[src/hdl/lppc_pkg.sv]
// Package for the lidar point projection and colorize block.
// Holds the widths, constants, register indexes and stage structs used by every hdl file.
// Depends on nothing.
package lppc_pkg;

    localparam int MAX_RANGE_MM = 20000;

    localparam int COORD_W  = 18;
    localparam int FOCAL_W  = 18;
    localparam int CENTER_W = 16;
    localparam int DIM_W    = 13;
    localparam int PIX_W    = 12;
    localparam int LEVEL_W  = 8;
    localparam int COLOR_W  = 8;

    localparam int DATA_W   = 32;
    localparam int NUM_REGS = 6;
    localparam int ADDR_W   = $clog2(NUM_REGS * 4);
    localparam int IDX_W    = ADDR_W - 2;

    localparam logic [IDX_W-1:0] REG_FOCAL_X  = IDX_W'(0);
    localparam logic [IDX_W-1:0] REG_FOCAL_Y  = IDX_W'(1);
    localparam logic [IDX_W-1:0] REG_CENTER_X = IDX_W'(2);
    localparam logic [IDX_W-1:0] REG_CENTER_Y = IDX_W'(3);
    localparam logic [IDX_W-1:0] REG_WIDTH    = IDX_W'(4);
    localparam logic [IDX_W-1:0] REG_HEIGHT   = IDX_W'(5);

    localparam int NUM_W  = 39;
    localparam int LIM_W  = 36;
    localparam int SQ_W   = 36;
    localparam int DVD_W  = 36;
    localparam int DVS_W  = 21;
    localparam int Q_W    = 13;
    localparam int SCALE_W = 16;
    localparam logic [SCALE_W-1:0] LEVEL_SCALE = SCALE_W'(65025);
    localparam int RADF_W = SQ_W + SCALE_W;

    localparam longint SAT_ROOT = 255 * MAX_RANGE_MM;
    localparam int     ROOT_W   = $clog2(SAT_ROOT);
    localparam int     RAD_W    = 2 * ROOT_W;
    localparam int     REM_W    = ROOT_W + 3;
    localparam longint SAT_RAD  = SAT_ROOT * SAT_ROOT;
    localparam int     LVL_SHIFT = ROOT_W + $clog2(MAX_RANGE_MM);
    localparam int     RECIP_W   = ROOT_W + 1;
    localparam longint LVL_RECIP =
        ((longint'(1) << LVL_SHIFT) + MAX_RANGE_MM - 1) / MAX_RANGE_MM;
    localparam int     QPROD_W   = ROOT_W + RECIP_W;
    localparam logic [PIX_W-1:0] PIX_MAX = '1;

    typedef struct packed {
        logic [FOCAL_W-1:0]  focal_x_q4;
        logic [FOCAL_W-1:0]  focal_y_q4;
        logic [CENTER_W-1:0] center_x_q4;
        logic [CENTER_W-1:0] center_y_q4;
        logic [DIM_W-1:0]    image_width;
        logic [DIM_W-1:0]    image_height;
    } cfg_t;

    typedef struct packed {
        logic signed [COORD_W-1:0] point_x_mm;
        logic signed [COORD_W-1:0] point_y_mm;
        logic signed [COORD_W-1:0] point_z_mm;
    } point_t;

    typedef struct packed {
        logic               visible;
        logic [PIX_W-1:0]   pixel_col;
        logic [PIX_W-1:0]   pixel_row;
        logic [LEVEL_W-1:0] depth_level;
        logic [COLOR_W-1:0] colour_blue;
        logic [COLOR_W-1:0] colour_green;
        logic [COLOR_W-1:0] colour_red;
    } result_t;

    typedef struct packed {
        logic              vis;
        logic [DVD_W-1:0]  dvd_x;
        logic [DVD_W-1:0]  dvd_y;
        logic [DVS_W-1:0]  dvs;
        logic [RADF_W-1:0] rad;
    } front_t;

    typedef struct packed {
        logic              vis;
        logic              sat;
        logic [RAD_W-1:0]  rad;
        logic [REM_W-1:0]  rem;
        logic [ROOT_W-1:0] root;
        logic [DVS_W-1:0]  dvs;
        logic [DVD_W-1:0]  rem_x;
        logic [DVD_W-1:0]  rem_y;
        logic [Q_W-1:0]    q_x;
        logic [Q_W-1:0]    q_y;
    } core_t;

    typedef struct packed {
        logic               vis;
        logic [PIX_W-1:0]   col;
        logic [PIX_W-1:0]   row;
        logic [LEVEL_W-1:0] lvl;
    } lvl_t;

endpackage

[src/hdl/lppc_cfg.sv]
// APB register file holding the camera and image configuration.
// Depends on lppc_pkg.
module lppc_cfg
    import lppc_pkg::*;
(
    input  logic              clk,
    input  logic              rst_n,
    input  logic              psel,
    input  logic              penable,
    input  logic              pwrite,
    input  logic [ADDR_W-1:0] paddr,
    input  logic [DATA_W-1:0] pwdata,
    output logic [DATA_W-1:0] prdata,
    output logic              pready,
    output cfg_t              cfg
);

    cfg_t             cfg_reg;
    logic [IDX_W-1:0] idx;

    assign idx    = paddr[ADDR_W-1:2];
    assign pready = 1'b1;
    assign cfg    = cfg_reg;

    always_ff @(posedge clk or negedge rst_n)
    begin
        if (!rst_n)
        begin
            cfg_reg.focal_x_q4   <= FOCAL_W'(8000);
            cfg_reg.focal_y_q4   <= FOCAL_W'(8000);
            cfg_reg.center_x_q4  <= CENTER_W'(5120);
            cfg_reg.center_y_q4  <= CENTER_W'(3840);
            cfg_reg.image_width  <= DIM_W'(640);
            cfg_reg.image_height <= DIM_W'(480);
        end
        else if (psel && penable && pwrite)
        begin
            case (idx)
                REG_FOCAL_X:  cfg_reg.focal_x_q4   <= pwdata[FOCAL_W-1:0];
                REG_FOCAL_Y:  cfg_reg.focal_y_q4   <= pwdata[FOCAL_W-1:0];
                REG_CENTER_X: cfg_reg.center_x_q4  <= pwdata[CENTER_W-1:0];
                REG_CENTER_Y: cfg_reg.center_y_q4  <= pwdata[CENTER_W-1:0];
                REG_WIDTH:    cfg_reg.image_width  <= pwdata[DIM_W-1:0];
                REG_HEIGHT:   cfg_reg.image_height <= pwdata[DIM_W-1:0];
                default:      ;
            endcase
        end
    end

    always_comb
    begin
        case (idx)
            REG_FOCAL_X:  prdata = DATA_W'(cfg_reg.focal_x_q4);
            REG_FOCAL_Y:  prdata = DATA_W'(cfg_reg.focal_y_q4);
            REG_CENTER_X: prdata = DATA_W'(cfg_reg.center_x_q4);
            REG_CENTER_Y: prdata = DATA_W'(cfg_reg.center_y_q4);
            REG_WIDTH:    prdata = DATA_W'(cfg_reg.image_width);
            REG_HEIGHT:   prdata = DATA_W'(cfg_reg.image_height);
            default:      prdata = '0;
        endcase
    end

endmodule

[config.mk]
export PLATFORM = sky130hd
export DESIGN_NAME = lppc_cfg
export DESIGN_NICKNAME = d
export VERILOG_FILES = /design/src/hdl/lppc_pkg.sv /design/src/hdl/lppc_cfg.sv
export SDC_FILE = /design/constraint.sdc
export NUM_CORES = 1
export LEC_CHECK = 0
export ABC_AREA = 0
export BUFFER_PORTS_ARGS = -buffer_cell sky130_fd_sc_hd__buf_4
export CAP_MARGIN = 10
export CORE_ASPECT_RATIO = 1.2
export CORE_MARGIN = 2
export CORE_UTILIZATION = 50
export DETAILED_ROUTE_END_ITERATION = 10
export PLACE_DENSITY = 0.81
export REMOVE_ABC_BUFFERS = 1
export SLEW_MARGIN = 25
export SYNTH_ARGS = -nofsm -noshare
export SYNTH_HDL_FRONTEND = slang
export SYNTH_SLANG_ARGS = --single-unit
[constraint.sdc]
create_clock -name clk -period 3.5 [get_ports clk]
set_input_delay 0.35 -clock clk [delete_from_list [all_inputs] [get_ports clk]]
set_output_delay 0.35 -clock clk [all_outputs]
set_load 0.05 [all_outputs]
==> results.cfg <==
[timing]
min_period_ns = 2.33
setup_viol = 0
finalSetupTns_ns = 0
worstMarginPinSlew_ns = 0.902
fin_skew_ns = 0
fin_crit_sh = 0.665
fmaxAchievable_mhz = 430
rsz0062_at_grt = false
drv_slew = 0
hold_viol = 0
slew_headroom = 0.398

[global_routing]
gr-total-overflow = 0
grt_pass1_wl_mm = 17.5
top_usage_layer = met2
grt_max_degree = 46
grt.met3_usage = 0.0376
grt_pass1_vias = 3242
antenna_found_initial = 0
use_met1 = 0.291
use_met2 = 0.398
grt.total_usage = 0.233

[synth]
yosysSeqAreaShare = 0.528
synth_cells = 321
synthesis.area_um2 = 4510
ys_warn_count = 0
ys_seq_elements = 94
synth_edf_count = 0
synthArstFlopShare = 1.00
yosysTopAreaCellShare = 0.388
synthTopCellsByArea = dfrtp_1 39%, mux2_2 26%, dfstp_2 14%, mux2i_1 4.9%, buf_4 3.7%
ys_types = 31
synth_ff_type = dfrtp_1
synth_area_leader_cell = dfrtp_1
synth.most_common_cell = mux2_2
syn_area_per_cell_um2 = 14.1
synth_common_cells = 104 x mux2_2, 70 x dfrtp_1, 24 x dfstp_2

[floorplan]
core-area_um2 = 8890
die_h_um = 108
fp.dieW_um = 90.7
start_util = 0.508
rows = 38
ios = 169
dieArea_um2 = 9810

[final_layout]
stdcell_area_um2 = 5760
num_antenna_cells = 0
register_area_um2 = 2380
final_cells = 581
fill_cells = 682
synthToLayoutAreaGrowth_pct = 27.7
drive_gt1_frac = 0.640
final_nets = 498
post-route-util = 0.648
multi_input_area_um2 = 1950
largest_register_ffs = 94

[clocking]
clkLatencyLatePin_ns = 0.35
clk_path_buf_depth = 2
cts_setup_buffers = 0
cts-root-buf = clkbuf_8
cts_buffers = 9
cts.reportedPaths.clkPinSlew_ns = 0.09
htree_levels = 3
cts.sink_count = 94
cts_tree = built

[setup_path]
criticalPathCategory = in2out
crit_path_top_delay_cell = nor2b_1
critPathMaxStageDelay_ns = 0.70
worstPathRequired_ns = 3.15
crit_path_frequent_cell = buf_4
cp_cell_sequence = buf_4, nor2b_1, a221oi_1, a31oi_1, buf_4
start_kind = primary input
path_max_fanout = 20
cp.arrival_ns = 1.98
end_kind = output pin

[placement]
dp.cells = 564
io_buffers = 137
place_area_um2 = 5570
hpwl_mm = 7.49
place_congestion = 0.802

[drt]
vias_per_cell = 5.46
totalWireLength_mm = 11.2
vias = 3174
drcViolationCount = 0
wl_per_cell_um = 19.3
ant_nets = 0
drtIter0Drc = 120
first_pass_iters = 4

[hold_path]
hp-class = in2reg

[power_and_ir_drop]
vdd_drop_max_mv = 0.424
p_leak_nw = 2.76
power.density_nw_per_um2 = 688

[flow_run]
drv_cap = 0

[outcome]
outcome = complete, no violations
## layer usage
| layer | part of all wire | vias up |
|---|---|---|
| li1 | - | 1415 |
| met1 | 0.42 | 1607 |
| met2 | 0.51 | 126 |
| met3 | 0.046 | 26 |
| met4 | 0.027 | 0 |
| met5 | 0 | - |
## report_power, final
part           switching [mW]  internal (mW)  total (mW)
registers               0.172           1.34        1.51
clock network           0.360          0.351       0.711
logic                    1.18          0.565        1.74
total                    1.71           2.25        3.97
## what timing repair did
action / CTS / global route
gates resized for setup: 0 / 0
endpoints found under the setup margin: 0 / 0
hold buffers: 1 / 0
endpoints found under the hold margin: 32 / 0
## final timing paths
kind	start	cells past startpoint	endpoint	slack [ns]
max	paddr[4]	5	prdata[1]	1.17
min	pwdata[17]	2	cfg[75]	0.24
max reg2reg	cfg[49]	1	cfg[49]	2.70
min reg2reg	cfg[50]	1	cfg[50]	0.54
max in group asynchronous	rst_n	3	cfg[69]	2.10
min in group asynchronous	rst_n	2	cfg[27]	0.54
## metrics by stage
stage	total power, mW	hold slack (ns)	setup slack [ns]
after global routing	4.12	0.229	1.08
after detailed placement	3.28	0.379	0.954
after CTS	3.99	0.214	1.16
final	3.97	0.236	1.17
after floorplan	2.71	0.0544	1.33
after global placement	3.24	0.370	0.981
## cell type report
type,instances,area share
clock inverter,2,0.00608
inverter,1,0.000651
multi-input combinational,205,0.338
clock buffer,14,0.0265
tap,120,0.0260
sequential,94,0.413
timing repair buffer,145,0.189
## kinds of logic after synthesis
logic type,after synthesis,share of synthesized area
multiplexers,129,0.323
AO/OA/AOI/OAI,25,0.0421
buffers and inverters,35,0.0524
flip-flops,94,0.528
other,2,0.00166
AND/OR/NAND/NOR,36,0.0529
## critical path, delay by kind of cell
family	cells	cell delay, ns
compound gates	2	0.42
buf+inv	2	0.49
simple gates	1	0.70
## placed cells by master (no fill, tap or decap), drive strengths merged, types with 3 or more instances in the layout
cell	n
buf	144
a211oi	3
clkbuf	14
dfrtp	70
and2	3
a31oi	4
mux2	104
a311o	3
or3	4
conb	15
mux4	3
a21oi	5
nor2	8
mux2i	22
nand2	8
o221ai	6
dfstp	24
a221oi	4
nor3	4
Note: power is estimated with default switching activity, not from simulation.
