### src/hdl/lppc_pkg.sv
// Package for the lidar point projection and colorize block.
// Holds the widths, constants, register indexes and stage structs used by every hdl file.
// Depends on nothing.
package lppc_pkg;

    localparam int MAX_RANGE_MM = 20000;

    localparam int COORD_W  = 18;
    localparam int FOCAL_W  = 18;
    localparam int CENTER_W = 16;
    localparam int DIM_W    = 13;
    localparam int PIX_W    = 12;
    localparam int LEVEL_W  = 8;
    localparam int COLOR_W  = 8;

    localparam int DATA_W   = 32;
    localparam int NUM_REGS = 6;
    localparam int ADDR_W   = $clog2(NUM_REGS * 4);
    localparam int IDX_W    = ADDR_W - 2;

    localparam logic [IDX_W-1:0] REG_FOCAL_X  = IDX_W'(0);
    localparam logic [IDX_W-1:0] REG_FOCAL_Y  = IDX_W'(1);
    localparam logic [IDX_W-1:0] REG_CENTER_X = IDX_W'(2);
    localparam logic [IDX_W-1:0] REG_CENTER_Y = IDX_W'(3);
    localparam logic [IDX_W-1:0] REG_WIDTH    = IDX_W'(4);
    localparam logic [IDX_W-1:0] REG_HEIGHT   = IDX_W'(5);

    localparam int NUM_W  = 39;
    localparam int LIM_W  = 36;
    localparam int SQ_W   = 36;
    localparam int DVD_W  = 36;
    localparam int DVS_W  = 21;
    localparam int Q_W    = 13;
    localparam int SCALE_W = 16;
    localparam logic [SCALE_W-1:0] LEVEL_SCALE = SCALE_W'(65025);
    localparam int RADF_W = SQ_W + SCALE_W;

    localparam longint SAT_ROOT = 255 * MAX_RANGE_MM;
    localparam int     ROOT_W   = $clog2(SAT_ROOT);
    localparam int     RAD_W    = 2 * ROOT_W;
    localparam int     REM_W    = ROOT_W + 3;
    localparam longint SAT_RAD  = SAT_ROOT * SAT_ROOT;
    localparam int     LVL_SHIFT = ROOT_W + $clog2(MAX_RANGE_MM);
    localparam int     RECIP_W   = ROOT_W + 1;
    localparam longint LVL_RECIP =
        ((longint'(1) << LVL_SHIFT) + MAX_RANGE_MM - 1) / MAX_RANGE_MM;
    localparam int     QPROD_W   = ROOT_W + RECIP_W;
    localparam logic [PIX_W-1:0] PIX_MAX = '1;

    typedef struct packed {
        logic [FOCAL_W-1:0]  focal_x_q4;
        logic [FOCAL_W-1:0]  focal_y_q4;
        logic [CENTER_W-1:0] center_x_q4;
        logic [CENTER_W-1:0] center_y_q4;
        logic [DIM_W-1:0]    image_width;
        logic [DIM_W-1:0]    image_height;
    } cfg_t;

    typedef struct packed {
        logic signed [COORD_W-1:0] point_x_mm;
        logic signed [COORD_W-1:0] point_y_mm;
        logic signed [COORD_W-1:0] point_z_mm;
    } point_t;

    typedef struct packed {
        logic               visible;
        logic [PIX_W-1:0]   pixel_col;
        logic [PIX_W-1:0]   pixel_row;
        logic [LEVEL_W-1:0] depth_level;
        logic [COLOR_W-1:0] colour_blue;
        logic [COLOR_W-1:0] colour_green;
        logic [COLOR_W-1:0] colour_red;
    } result_t;

    typedef struct packed {
        logic              vis;
        logic [DVD_W-1:0]  dvd_x;
        logic [DVD_W-1:0]  dvd_y;
        logic [DVS_W-1:0]  dvs;
        logic [RADF_W-1:0] rad;
    } front_t;

    typedef struct packed {
        logic              vis;
        logic              sat;
        logic [RAD_W-1:0]  rad;
        logic [REM_W-1:0]  rem;
        logic [ROOT_W-1:0] root;
        logic [DVS_W-1:0]  dvs;
        logic [DVD_W-1:0]  rem_x;
        logic [DVD_W-1:0]  rem_y;
        logic [Q_W-1:0]    q_x;
        logic [Q_W-1:0]    q_y;
    } core_t;

    typedef struct packed {
        logic               vis;
        logic [PIX_W-1:0]   col;
        logic [PIX_W-1:0]   row;
        logic [LEVEL_W-1:0] lvl;
    } lvl_t;

endpackage

### src/hdl/lppc_level.sv
// Level stages: range root times the reciprocal of the maximum range,
// then the jet colour and the output register. Depends on lppc_pkg.
module lppc_level
    import lppc_pkg::*;
(
    input  logic    clk,
    input  logic    rst_n,
    input  logic    en,
    input  logic    in_vld,
    input  core_t   in,
    output logic    out_vld,
    output result_t out
);

    lvl_t                 lvl_reg;
    logic                 vld_reg;
    logic                 res_vld_reg;
    result_t              res_reg;
    lvl_t                 lvl_next;
    logic [QPROD_W-1:0]   quot;
    logic [LEVEL_W-1:0]   lvl;
    logic [LEVEL_W+1:0]   l4;
    result_t              res_next;

    assign quot = in.root * RECIP_W'(LVL_RECIP);

    always_comb
    begin
        lvl_next     = '0;
        lvl_next.vis = in.vis;
        lvl_next.col = (in.q_x > Q_W'(PIX_MAX)) ? PIX_MAX : in.q_x[PIX_W-1:0];
        lvl_next.row = (in.q_y > Q_W'(PIX_MAX)) ? PIX_MAX : in.q_y[PIX_W-1:0];
        lvl_next.lvl = in.sat ? '1 : quot[LVL_SHIFT +: LEVEL_W];
    end

    always_ff @(posedge clk or negedge rst_n)
    begin
        if (!rst_n)
        begin
            vld_reg     <= 1'b0;
            res_vld_reg <= 1'b0;
        end
        else if (en)
        begin
            vld_reg     <= in_vld;
            res_vld_reg <= vld_reg;
        end
    end

    assign lvl = lvl_reg.lvl;
    assign l4  = {lvl, 2'b00};

    always_comb
    begin
        res_next             = '0;
        res_next.visible     = 1'b1;
        res_next.pixel_col   = lvl_reg.col;
        res_next.pixel_row   = lvl_reg.row;
        res_next.depth_level = lvl;
        case (lvl[LEVEL_W-1 -: 2])
            2'b00:
            begin
                res_next.colour_blue  = '1;
                res_next.colour_green = l4[COLOR_W-1:0];
            end
            2'b01:
            begin
                res_next.colour_blue  = COLOR_W'((LEVEL_W+2)'(510) - l4);
                res_next.colour_green = '1;
            end
            2'b10:
            begin
                res_next.colour_green = '1;
                res_next.colour_red   = COLOR_W'(l4 - (LEVEL_W+2)'(510));
            end
            default:
            begin
                res_next.colour_green = COLOR_W'((LEVEL_W+2)'(1020) - l4);
                res_next.colour_red   = '1;
            end
        endcase
        if (!lvl_reg.vis)
            res_next = '0;
    end

    always_ff @(posedge clk)
    begin
        if (en)
        begin
            lvl_reg <= lvl_next;
            res_reg <= res_next;
        end
    end

    assign out     = res_reg;
    assign out_vld = res_vld_reg;

endmodule

### config.mk
export PLATFORM = sky130hd
export DESIGN_NAME = lppc_level
export DESIGN_NICKNAME = d
export VERILOG_FILES = /design/src/hdl/lppc_pkg.sv /design/src/hdl/lppc_level.sv
export SDC_FILE = /design/constraint.sdc
export NUM_CORES = 1
export LEC_CHECK = 0
export BUFFER_PORTS_ARGS = -buffer_cell sky130_fd_sc_hd__buf_2
export CAP_MARGIN = 10
export CORE_MARGIN = 2
export CORE_UTILIZATION = 47
export CTS_CLUSTER_DIAMETER = 120
export CTS_CLUSTER_SIZE = 14
export DETAILED_ROUTE_END_ITERATION = 7
export PLACE_DENSITY = 0.71
export SLEW_MARGIN = 5
export SYNTH_ARGS = -nofsm -noshare
export SYNTH_HDL_FRONTEND = slang
export SYNTH_SLANG_ARGS = --single-unit
### constraint.sdc
create_clock -name clk -period 3 [get_ports clk]
set_input_delay 0.3 -clock clk [delete_from_list [all_inputs] [get_ports clk]]
set_output_delay 0.3 -clock clk [all_outputs]
set_load 0.005 [all_outputs]
==> results.md, run 1 <==
* Final setup fails at 8
* CP max-delay cell: fa_1
* Final Wtd Congestion at 0.9672
* Pins over their slew limit at 0
* Critical path, cell by cell: buf_8 > ha_4 > inv_4 > fa_1 > fa_1 > fa_1 > inv_1 > fa_1 > fa_1 > inv_2 > fa_1 > inv_2 > ha_4 > nand4_1 > nor3_2 > a221oi_2 > nand3_1 > a31oi_1 > xor2_1 > nand2_1
* Vias in the first global route at 9471
* Post-Syn Area per Cell at 10.67 um2
* Total CTS buffers at 9
* Count of different cell masters after synthesis at 55
* RSZ-0062 raised after global routing: true
* Synthesized cell area at 0.01200 mm2
* Clk sink count at 91
* Number of cell rows at 58
* Cells after synthesis at 1124
* Core Region at 0.02511 mm2
* Die Span X at 163.8 um
* Largest net degree at the start of global routing at 63
* CP endpoint kind: flip-flop
* TritonCTS clock tree: yes
* Remaining DRCs at 0
* Gr ovfl total at 0
* Most frequent CP cell: fa_1
* Clock slew at reported path FFs at 0.07 ns
* Starting Density at 47.78%
* Critical setup path kind: input port to flip-flop
* EDFF count, synth at 89
* Violated checks: setup timing
* Layout cells sized above 1 at 35.01%
* Max_slew headroom at 50.32%
* Layout fillers at 2017
* Ys async rst share at 2.198%
* Antenna viol nets, final at 0
* Io pins at 278
* Data arrival, critical path at 5.40 ns
* Worst-Margin Slew at 0.7452 ns
* Initial antenna violation count at 0
* Fin crit period at 5.307 ns
* RR Startpoint: lvl[6]$_SDFFCE_PP1P_
* Final Hold Viols at 0
* Routed WL per cell at 17.12 um
* CTS H-tree depth at 3
* DR iter-0 viols at 551
* Clk root buf: clkbuf_16
* Required time worst endpoint at 3.10 ns
* Total routed wirelength at 30830 um
* First-pass GRT wire length at 48910 um
* Max cap viols at 0
* Sequential cell area fraction in the yosys report at 22.70%
* Max reg flops at 56
* Final period utilization at 176.9%
* Crit-path max cell delay at 0.54 ns
* Hpwl dp at 26690 um
* Worst R2R Setup Slack at 1.25 ns
* Min-Delay Path Class: input port to flip-flop
* Ant diodes at 0
* Routed vias/inst at 4.983
* Commonest cells after routing, fill and taps aside: 285 x inv_1, 231 x buf_4, 166 x fa_1, 155 x ha_1, 97 x buf_2
* CTS max path bufs at 2
* Clock Skews at 0.007052 ns
* 1st-pass router iterations at 5
* Hold Path Origin: in[215]
* Outcome: finished with violations
* Worst Setup SP: in[127]
* YS warnings at 0
* CP Launch Type: input port
* Die area at 0.02682 mm2
* Crit path max fanout at 4
* Top FF cell, synth: edfxtp_1
* Final instance area at 0.01589 mm2
* Final net count at 2068
* Most common cell after layout, fill and taps aside: inv_1
* Synthesized flop and latch total at 91
* # port buffers at 112
* Fmax achieved at 188.4 MHz
* Final worst setup slack at -2.307 ns
* Total GRT Usage at 24.01%
* Die height at 163.8 um
* Synthesized Nets at 1726
* Area delta synth->final at 32.46%
* Routed via count at 8974
* Clock Latency Late Sink at 0.34 ns
* Placed cell areas at 0.01502 mm2
per-stage QoR:
stage | setup TNS [ns] | utilization, % | worst slack, ns | hold WS, ns | cells
3_3_place_gp | -21.31 | 59.83 | -2.745 | 0.08439 | 1763
2_1_floorplan | -17.14 | - | -2.190 | 0.004409 | 1124
3_5_place_dp | -21.68 | 59.83 | -2.801 | 0.08551 | 1763
6_report | -18.00 | 63.28 | -2.307 | 0.1274 | 1801
4_1_cts | -17.79 | 62.44 | -2.271 | 0.1211 | 1794
5_1_grt | -19.51 | 63.28 | -2.506 | 0.1182 | 1801
layer usage:
layer	part of all wire, %	vias up	track usage [%]
li1	-	4275	-
met1	44	4443	32.58
met2	49	214	41.10
met3	4.7	42	2.652
met4	2.7	0	6.539
met5	0	-	0
final timing paths:
| kind | end | depth (start not counted) |
|---|---|---|
| worst max-delay path | lvl[1]$_SDFFCE_PP1P_ | 20 |
| max in group asynchronous | vld_reg$_DFFE_PN0P_ | 2 |
| min in group asynchronous | out_vld$_DFFE_PN0P_ | 2 |
| worst max register to register | out[3]$_SDFFCE_PN0P_ | 4 |
| worst min register to register | vld_reg$_DFFE_PN0P_ | 1 |
| worst min-delay path | lvl_reg[32]$_DFFE_PP_ | 1 |
cell type report:
| class | instances | area, um2 | area share [%] |
|---|---|---|---|
| multi-input combinational | 709 | 8843 | 55.65 |
| sequential | 91 | 2723 | 17.13 |
| timing repair buffer | 343 | 2416 | 15.20 |
| inverter | 312 | 1189 | 7.480 |
| tap | 330 | 412.9 | 2.598 |
| clock buffer | 9 | 225.2 | 1.417 |
| clock inverter | 7 | 81.33 | 0.5118 |
synth_stat cells, types with 2 or more instances:
master,count,area [um2]
xnor2_1,7,61.31
nor2_1,23,86.33
xor2_1,3,26.28
a21o_1,12,90.09
a211oi_1,4,30.03
a221oi_1,2,17.52
a21oi_1,39,195.2
clkbuf_1,11,41.29
edfxtp_1,89,2673
and3_1,4,25.02
o21bai_1,2,15.01
ha_1,200,2502
o31a_1,2,17.52
o211ai_1,2,15.01
nand4_1,12,75.07
or3_1,3,18.77
and2_1,39,244.0
fa_1,182,3643
nand3_1,9,45.04
a31oi_1,6,37.54
o21a_1,7,52.55
nor4_1,7,43.79
inv_1,312,1171
dfrtp_1,2,50.05
nor2b_1,2,12.51
mux2_2,2,22.52
o21ai_0,20,100.1
mux2i_1,2,20.02
or2_2,27,168.9
a21boi_0,8,60.06
nand2_1,56,210.2
nor3_1,5,25.02
critical path, delay by kind of cell:
kind	cells	cell delay, ns
adders and majority gates	8	3.49
and+or+nand+nor	4	0.55
AOI/OAI and AO/OA	2	0.61
xor gates and xnor gates	1	0.17
buffers and inverters	5	0.29
kinds of logic after synthesis:
family	after synthesis	synth area share, %
buffers and inverters	324	10.17
muxes	4	0.3546
adders and majority gates	382	51.23
xor gates and xnor gates	10	0.7301
DFF	91	22.70
and+or+nand+nor	196	8.531
AOI/OAI and AO/OA	117	6.289
repair_timing:
action	4_1_cts	5_1_grt
hold buffers	1	0
endpoints found under the hold margin	2	0
buffers inserted	14	7
endpoints found under the setup margin	8	8
resized for setup	71	27
pin swaps	50	35
Power of run 1 is left out: the tool's default activity adds up to more than one toggle a clock period on the data nets, which glitch-free logic cannot reach.
==> run 2, diff against run 1 <==
--- a/config.mk
+++ b/config.mk
@@ -13,6 +13,7 @@
 export CTS_CLUSTER_SIZE = 14
 export DETAILED_ROUTE_END_ITERATION = 7
 export PLACE_DENSITY = 0.71
+export RECOVER_POWER = 25
 export SLEW_MARGIN = 5
 export SYNTH_ARGS = -nofsm -noshare
 export SYNTH_HDL_FRONTEND = slang
==> results.md, run 2 (synthesized netlist as in run 1, its figures left out) <==
* Total GRT Usage at 24.01% (unchanged)
* Clk root buf: clkbuf_16
* Fin crit period at 5.307 ns (+0.0006000 ns)
* CTS H-tree depth at 3 (unchanged)
* Setup TNS at -18.00 ns (-0.004200 ns)
* Total CTS buffers at 9 (unchanged)
* Core Region at 0.02511 mm2 (unchanged)
* RSZ-0062 raised after global routing: true
* Die height at 163.8 um (unchanged)
* # port buffers at 112 (unchanged)
* Max_slew headroom at 2.831% (-47 points)
* RR Startpoint: lvl[6]$_SDFFCE_PP1P_
* Starting Density at 47.78% (unchanged)
* Ant diodes at 0 (unchanged)
* Routed vias/inst at 4.980 (about the same)
* Area delta synth->final at 32.41% (about the same)
* Util after Layout at 63.26% (about the same)
* Final setup fails at 8 (unchanged)
* Final net count at 2068 (unchanged)
* Layout fillers at 2021 (+0.20%)
* Gr ovfl total at 0 (unchanged)
* Hpwl dp at 26690 um (unchanged)
* Worst-Margin Slew at 1.458 ns (+0.7123 ns)
* Final Hold Viols at 0 (unchanged)
* Routed via count at 8969 (-0.056%)
* Antenna viol nets, final at 0 (unchanged)
* Routed WL per cell at 17.11 um (about the same)
* Crit path max fanout at 4 (unchanged)
* TritonCTS clock tree: yes
* Vias in the first global route at 9471 (unchanged)
* Required time worst endpoint at 3.10 ns (about the same)
* Layout cells sized above 1 at 34.81% (-0.20 points)
* CP endpoint kind: flip-flop
* Clk sink count at 91 (unchanged)
* Total routed wirelength at 30820 um (about the same)
* Clock slew at reported path FFs at 0.07 ns (about the same)
* Outcome: finished with violations
* Largest net degree at the start of global routing at 63 (unchanged)
* Hold Path Origin: in[215]
* Max cap viols at 0 (unchanged)
* Placed cell areas at 0.01502 mm2 (unchanged)
* Multi-input gate area at 0.008843 mm2 (unchanged)
* Clock Latency Late Sink at 0.34 ns (about the same)
* CP Launch Type: input port
* Initial antenna violation count at 0 (unchanged)
* Min-Delay Path Class: input port to flip-flop
* Most common cell after layout, fill and taps aside: inv_1
* Die area at 0.02682 mm2 (unchanged)
* Pins over their slew limit at 0 (unchanged)
* Reg area at 0.002723 mm2 (unchanged)
* CTS max path bufs at 2 (unchanged)
* DR iter-0 viols at 551 (unchanged)
* Die Span X at 163.8 um (unchanged)
* Final worst setup slack at -2.307 ns (-0.0006000 ns)
* Final instance area at 0.01588 mm2 (about the same)
* First-pass GRT wire length at 48910 um (unchanged)
* Remaining DRCs at 0 (unchanged)
* Worst Setup SP: in[127]
* Violated checks: setup timing
* Io pins at 278 (unchanged)
* Final Wtd Congestion at 0.9672 (unchanged)
* Max reg flops at 56 (unchanged)
* Number of cell rows at 58 (unchanged)
* 1st-pass router iterations at 5 (unchanged)
* Data arrival, critical path at 5.40 ns (about the same)
* Final period utilization at 176.9% (about the same)
* Critical setup path kind: input port to flip-flop
* Fmax achieved at 188.4 MHz (about the same)
* Commonest cells after routing, fill and taps aside: 285 x inv_1, 230 x buf_4, 166 x fa_1, 155 x ha_1, 94 x buf_2
* Clock Skews at 0.007209 ns (+0.0001573 ns)
-- run 2: timing repair --
| item | in CTS | in global routing |
|---|---|---|
| resized for setup | 71 | 27 |
| pin swaps | 50 | 35 |
| setup buffers | 14 | 7 |
| setup endpoints to repair | 8 | 8 |
| hold buffers | 1 | 0 |
| endpoints found under the hold margin | 2 | 0 |
-- run 2: per-layer routing --
layer	up-vias	global-route usage (%)	routed length [um]
met5	-	0	0
met4	0	6.539	833
met3	42	2.652	1442
met2	214	41.10	15040
met1	4439	32.58	13510
li1	4274	-	-
-- run 2: worst paths after layout --
check                      cells after the start  slack, ns               endpoint
min                                            1       0.13  lvl_reg[32]$_DFFE_PP_
max in group asynchronous                      2       2.61    vld_reg$_DFFE_PN0P_
max reg2reg                                    4       1.25   out[3]$_SDFFCE_PN0P_
min reg2reg                                    1       0.51    vld_reg$_DFFE_PN0P_
min in group asynchronous                      2       0.26    out_vld$_DFFE_PN0P_
max                                           20      -2.31   lvl[1]$_SDFFCE_PP1P_
-- run 2: worst max-delay path, stage by stage --
cell	delay, ns
buf_8	0.11
ha_4	0.30
inv_4	0.04
fa_1	0.51
fa_1	0.44
fa_1	0.50
inv_1	0.05
fa_1	0.46
fa_1	0.51
inv_2	0.04
fa_1	0.54
inv_2	0.05
ha_4	0.23
nand4_1	0.22
nor3_2	0.08
a221oi_2	0.36
nand3_1	0.19
a31oi_1	0.25
xor2_1	0.17
nand2_1	0.06
-- run 2: layout make-up --
cell class | instances | area share (%)
Multi-Input combinational cell | 709 | 55.68
Sequential cell | 91 | 17.14
Timing Repair Buffer | 343 | 15.17
Inverter | 312 | 7.483
Tap cell | 330 | 2.599
Clock buffer | 9 | 1.418
Clock inverter | 7 | 0.5120
-- run 2: per-stage QoR --
| stage | setup slack, ns | instances | hold WS [ns] |
|---|---|---|---|
| floorplan | -2.190 | 1124 | 0.004409 |
| global placement | -2.745 | 1763 | 0.08439 |
| detailed placement | -2.801 | 1763 | 0.08551 |
| CTS | -2.271 | 1794 | 0.1211 |
| global route | -2.506 | 1801 | 0.1182 |
| finish | -2.307 | 1801 | 0.1276 |
Power of run 2 is left out for the same reason.
==> run 3, diff against run 2 <==
--- a/config.mk
+++ b/config.mk
@@ -10,7 +10,6 @@
 export CORE_MARGIN = 2
 export CORE_UTILIZATION = 47
 export CTS_CLUSTER_DIAMETER = 120
-export CTS_CLUSTER_SIZE = 14
 export DETAILED_ROUTE_END_ITERATION = 7
 export PLACE_DENSITY = 0.71
 export RECOVER_POWER = 25
@@ -18,3 +17,4 @@
 export SYNTH_ARGS = -nofsm -noshare
 export SYNTH_HDL_FRONTEND = slang
 export SYNTH_SLANG_ARGS = --single-unit
+export TNS_END_PERCENT = 30
==> constraint.sdc (replaced) <==
create_clock -name clk -period 6.4 [get_ports clk]
set_input_delay 0.64 -clock clk [delete_from_list [all_inputs] [get_ports clk]]
set_output_delay 0.64 -clock clk [all_outputs]
set_load 0.005 [all_outputs]
==> results.md, run 3 (synthesized netlist as in run 1, its figures left out) <==
* Vias in the first global route at 8594 (-9.3%)
* Number of cell rows at 58 (unchanged)
* CTS max path bufs at 2 (unchanged)
* Post-Place Cells at 1643 (-6.8%)
* Max_slew headroom at -11.46% (-14 points)
* R2R Path End: out[20]$_SDFFCE_PN0P_
* Min-Delay Path Class: input port to asynchronous set/reset pin
* Data arrival, critical path at 6.28 ns (+0.88 ns)
* Clk sink count at 91 (unchanged)
* RSZ-0062 raised after global routing: false
* Hpwl dp at 24230 um (-9.2%)
* Die area at 0.02682 mm2 (unchanged)
* Core Region at 0.02511 mm2 (unchanged)
* Remaining DRCs at 0 (unchanged)
* Critical setup path kind: input port to flip-flop
* TritonCTS clock tree: yes
* Routed WL per cell at 16.67 um (-2.6%)
* Final period utilization at 96.88%
* RR Startpoint: lvl_reg[32]$_DFFE_PP_
* Clock Latency Late Sink at 0.34 ns (about the same)
* Reg area at 0.002723 mm2 (unchanged)
* Final Instance Count excl. Fillers at 1659 (-7.9%)
* Setup bufs post-CTS at 0 (-14)
* Layout cells sized above 1 at 18.81% (-16 points)
* Multi-input gate area at 0.008083 mm2 (-8.6%)
* Final Hold Viols at 0 (unchanged)
* Final setup fails at 0 (-8)
* CP endpoint kind: flip-flop
* Routed via count at 8378 (-6.6%)
* Clk root buf: clkbuf_16
* Max cap viols at 1 (+1)
* Most common cell after layout, fill and taps aside: inv_1
* Gr ovfl total at 0 (unchanged)
* Fmax achieved at 161.3 MHz
* Starting Density at 47.78% (unchanged)
* CP Launch Type: input port
* First-pass GRT wire length at 44220 um (-9.6%)
* CTS Hold Bufs at 0 (-1)
* Largest net degree at the start of global routing at 68 (+7.9%)
* Initial antenna violation count at 0 (unchanged)
* Clock Skews at 0.006889 ns (-0.0003203 ns)
* Fin crit period at 6.200 ns
* Area delta synth->final at 16.16%
* Commonest cells after routing, fill and taps aside: 310 x inv_1, 200 x ha_1, 182 x fa_1, 108 x buf_2, 89 x edfxtp_1
* Routed vias/inst at 5.050 (+1.4%)
* Final Wtd Congestion at 0.9120 (-5.7%)
* Io pins at 278 (unchanged)
* Final net count at 1926 (-6.9%)
* Max reg flops at 56 (unchanged)
* Worst-Margin Slew at 1.672 ns (+0.2144 ns)
* Pins over their slew limit at 51 (+51)
* Total CTS buffers at 9 (unchanged)
* Reg2reg path depth at 3 (-1)
* Crit path max fanout at 4 (unchanged)
* DR iter-0 viols at 576 (+4.5%)
* Total routed wirelength at 27650 um (-10%)
* CTS H-tree depth at 3 (unchanged)
* Outcome: finished with violations
* Worst R2R Setup Slack at 3.89 ns (+2.64 ns)
* # port buffers at 112 (unchanged)
* Required time worst endpoint at 6.48 ns (+3.38 ns)
* Die height at 163.8 um (unchanged)
* Layout fillers at 2188 (+8.3%)
* Antenna viol nets, final at 0 (unchanged)
* Ant diodes at 0 (unchanged)
* Clock slew at reported path FFs at 0.06 ns (about the same)
* Total GRT Usage at 21.71% (-2.3 points)
* 1st-pass router iterations at 5 (unchanged)
* Die Span X at 163.8 um (unchanged)
* Violated checks: capacitance limit, slew limit
## run 3: cell count changes in the layout (fill, tap and decap cells not counted), sizes merged
cell | before | now
buf | 338 | 196
bufinv | 1 | 2
clkbuf | 13 | 15
dlygate4sd3 | 1 | 0
inv | 316 | 314
## run 3: metrics by stage
step	setup slack (ns)	instance area [um2]	util, %	setup TNS, ns	hold WS [ns]
4_1_cts	0.1671	13920	55.43	0	0.06144
5_1_grt	0.01195	13930	55.50	0	0.06866
6_report	0.1996	13930	55.50	0	0.07704
3_3_place_gp	-0.1546	13590	54.13	-0.4189	0.4273
2_1_floorplan	0.3947	12000	-	0	0.3444
3_5_place_dp	-0.1767	13590	54.13	-0.7795	0.4286
## run 3: area by class of cell
type / count / area share, %
multi-input combinational: 709 / 58.00
inverter: 312 / 8.404
clock buffer: 10 / 1.643
clock inverter: 6 / 0.6914
tap: 330 / 2.963
timing repair buffer: 201 / 8.755
sequential: 91 / 19.54
## run 3: what timing repair did
| item | CTS | global route |
|---|---|---|
| gates resized for setup | 0 | 6 |
| hold endpoints to repair | 0 | 0 |
| endpoints found under the setup margin | 0 | 5 |
## run 3: how the worst max path moves through the flow
| stage | startpoint | to | slack [ns] | cells after the start |
|---|---|---|---|---|
| 2_1_floorplan | in[121] | lvl[6]$_SDFFCE_PP1P_ | 0.39 | 21 |
| 3_3_place_gp | in[121] | lvl[6]$_SDFFCE_PP1P_ | -0.15 | 22 |
| 3_5_place_dp | in[121] | lvl[6]$_SDFFCE_PP1P_ | -0.18 | 22 |
| 4_1_cts | in[121] | lvl[6]$_SDFFCE_PP1P_ | 0.17 | 22 |
| 5_1_grt | in[130] | lvl[3]$_SDFFCE_PP1P_ | 0.01 | 21 |
| 6_report | in[121] | lvl[6]$_SDFFCE_PP1P_ | 0.20 | 22 |
## run 3: metal layers
| layer | GRT usage (%) | part of all wire (%) | up-vias |
|---|---|---|---|
| met2 | 34.66 | 46 | 275 |
| met5 | 0 | 0 | - |
| met1 | 31.03 | 46 | 4079 |
| met4 | 5.383 | 1.8 | 0 |
| li1 | - | - | 3989 |
| met3 | 3.636 | 6.7 | 35 |
## run 3: critical path, cell delays in order
cell and delay [ns]:
buf_2 0.13, ha_1 0.33, xnor2_1 0.21, inv_1 0.09, ha_1 0.34, inv_1 0.08, fa_1 0.54, inv_1 0.06
fa_1 0.50, fa_1 0.52, fa_1 0.61, inv_1 0.08, fa_1 0.54, inv_1 0.04, ha_1 0.33, a21oi_1 0.07
o21ai_0 0.23, o21bai_1 0.11, a211o_2 0.36, a31oi_4 0.20, o221ai_2 0.14, mux2i_1 0.15
Power of run 3 is left out for the same reason.
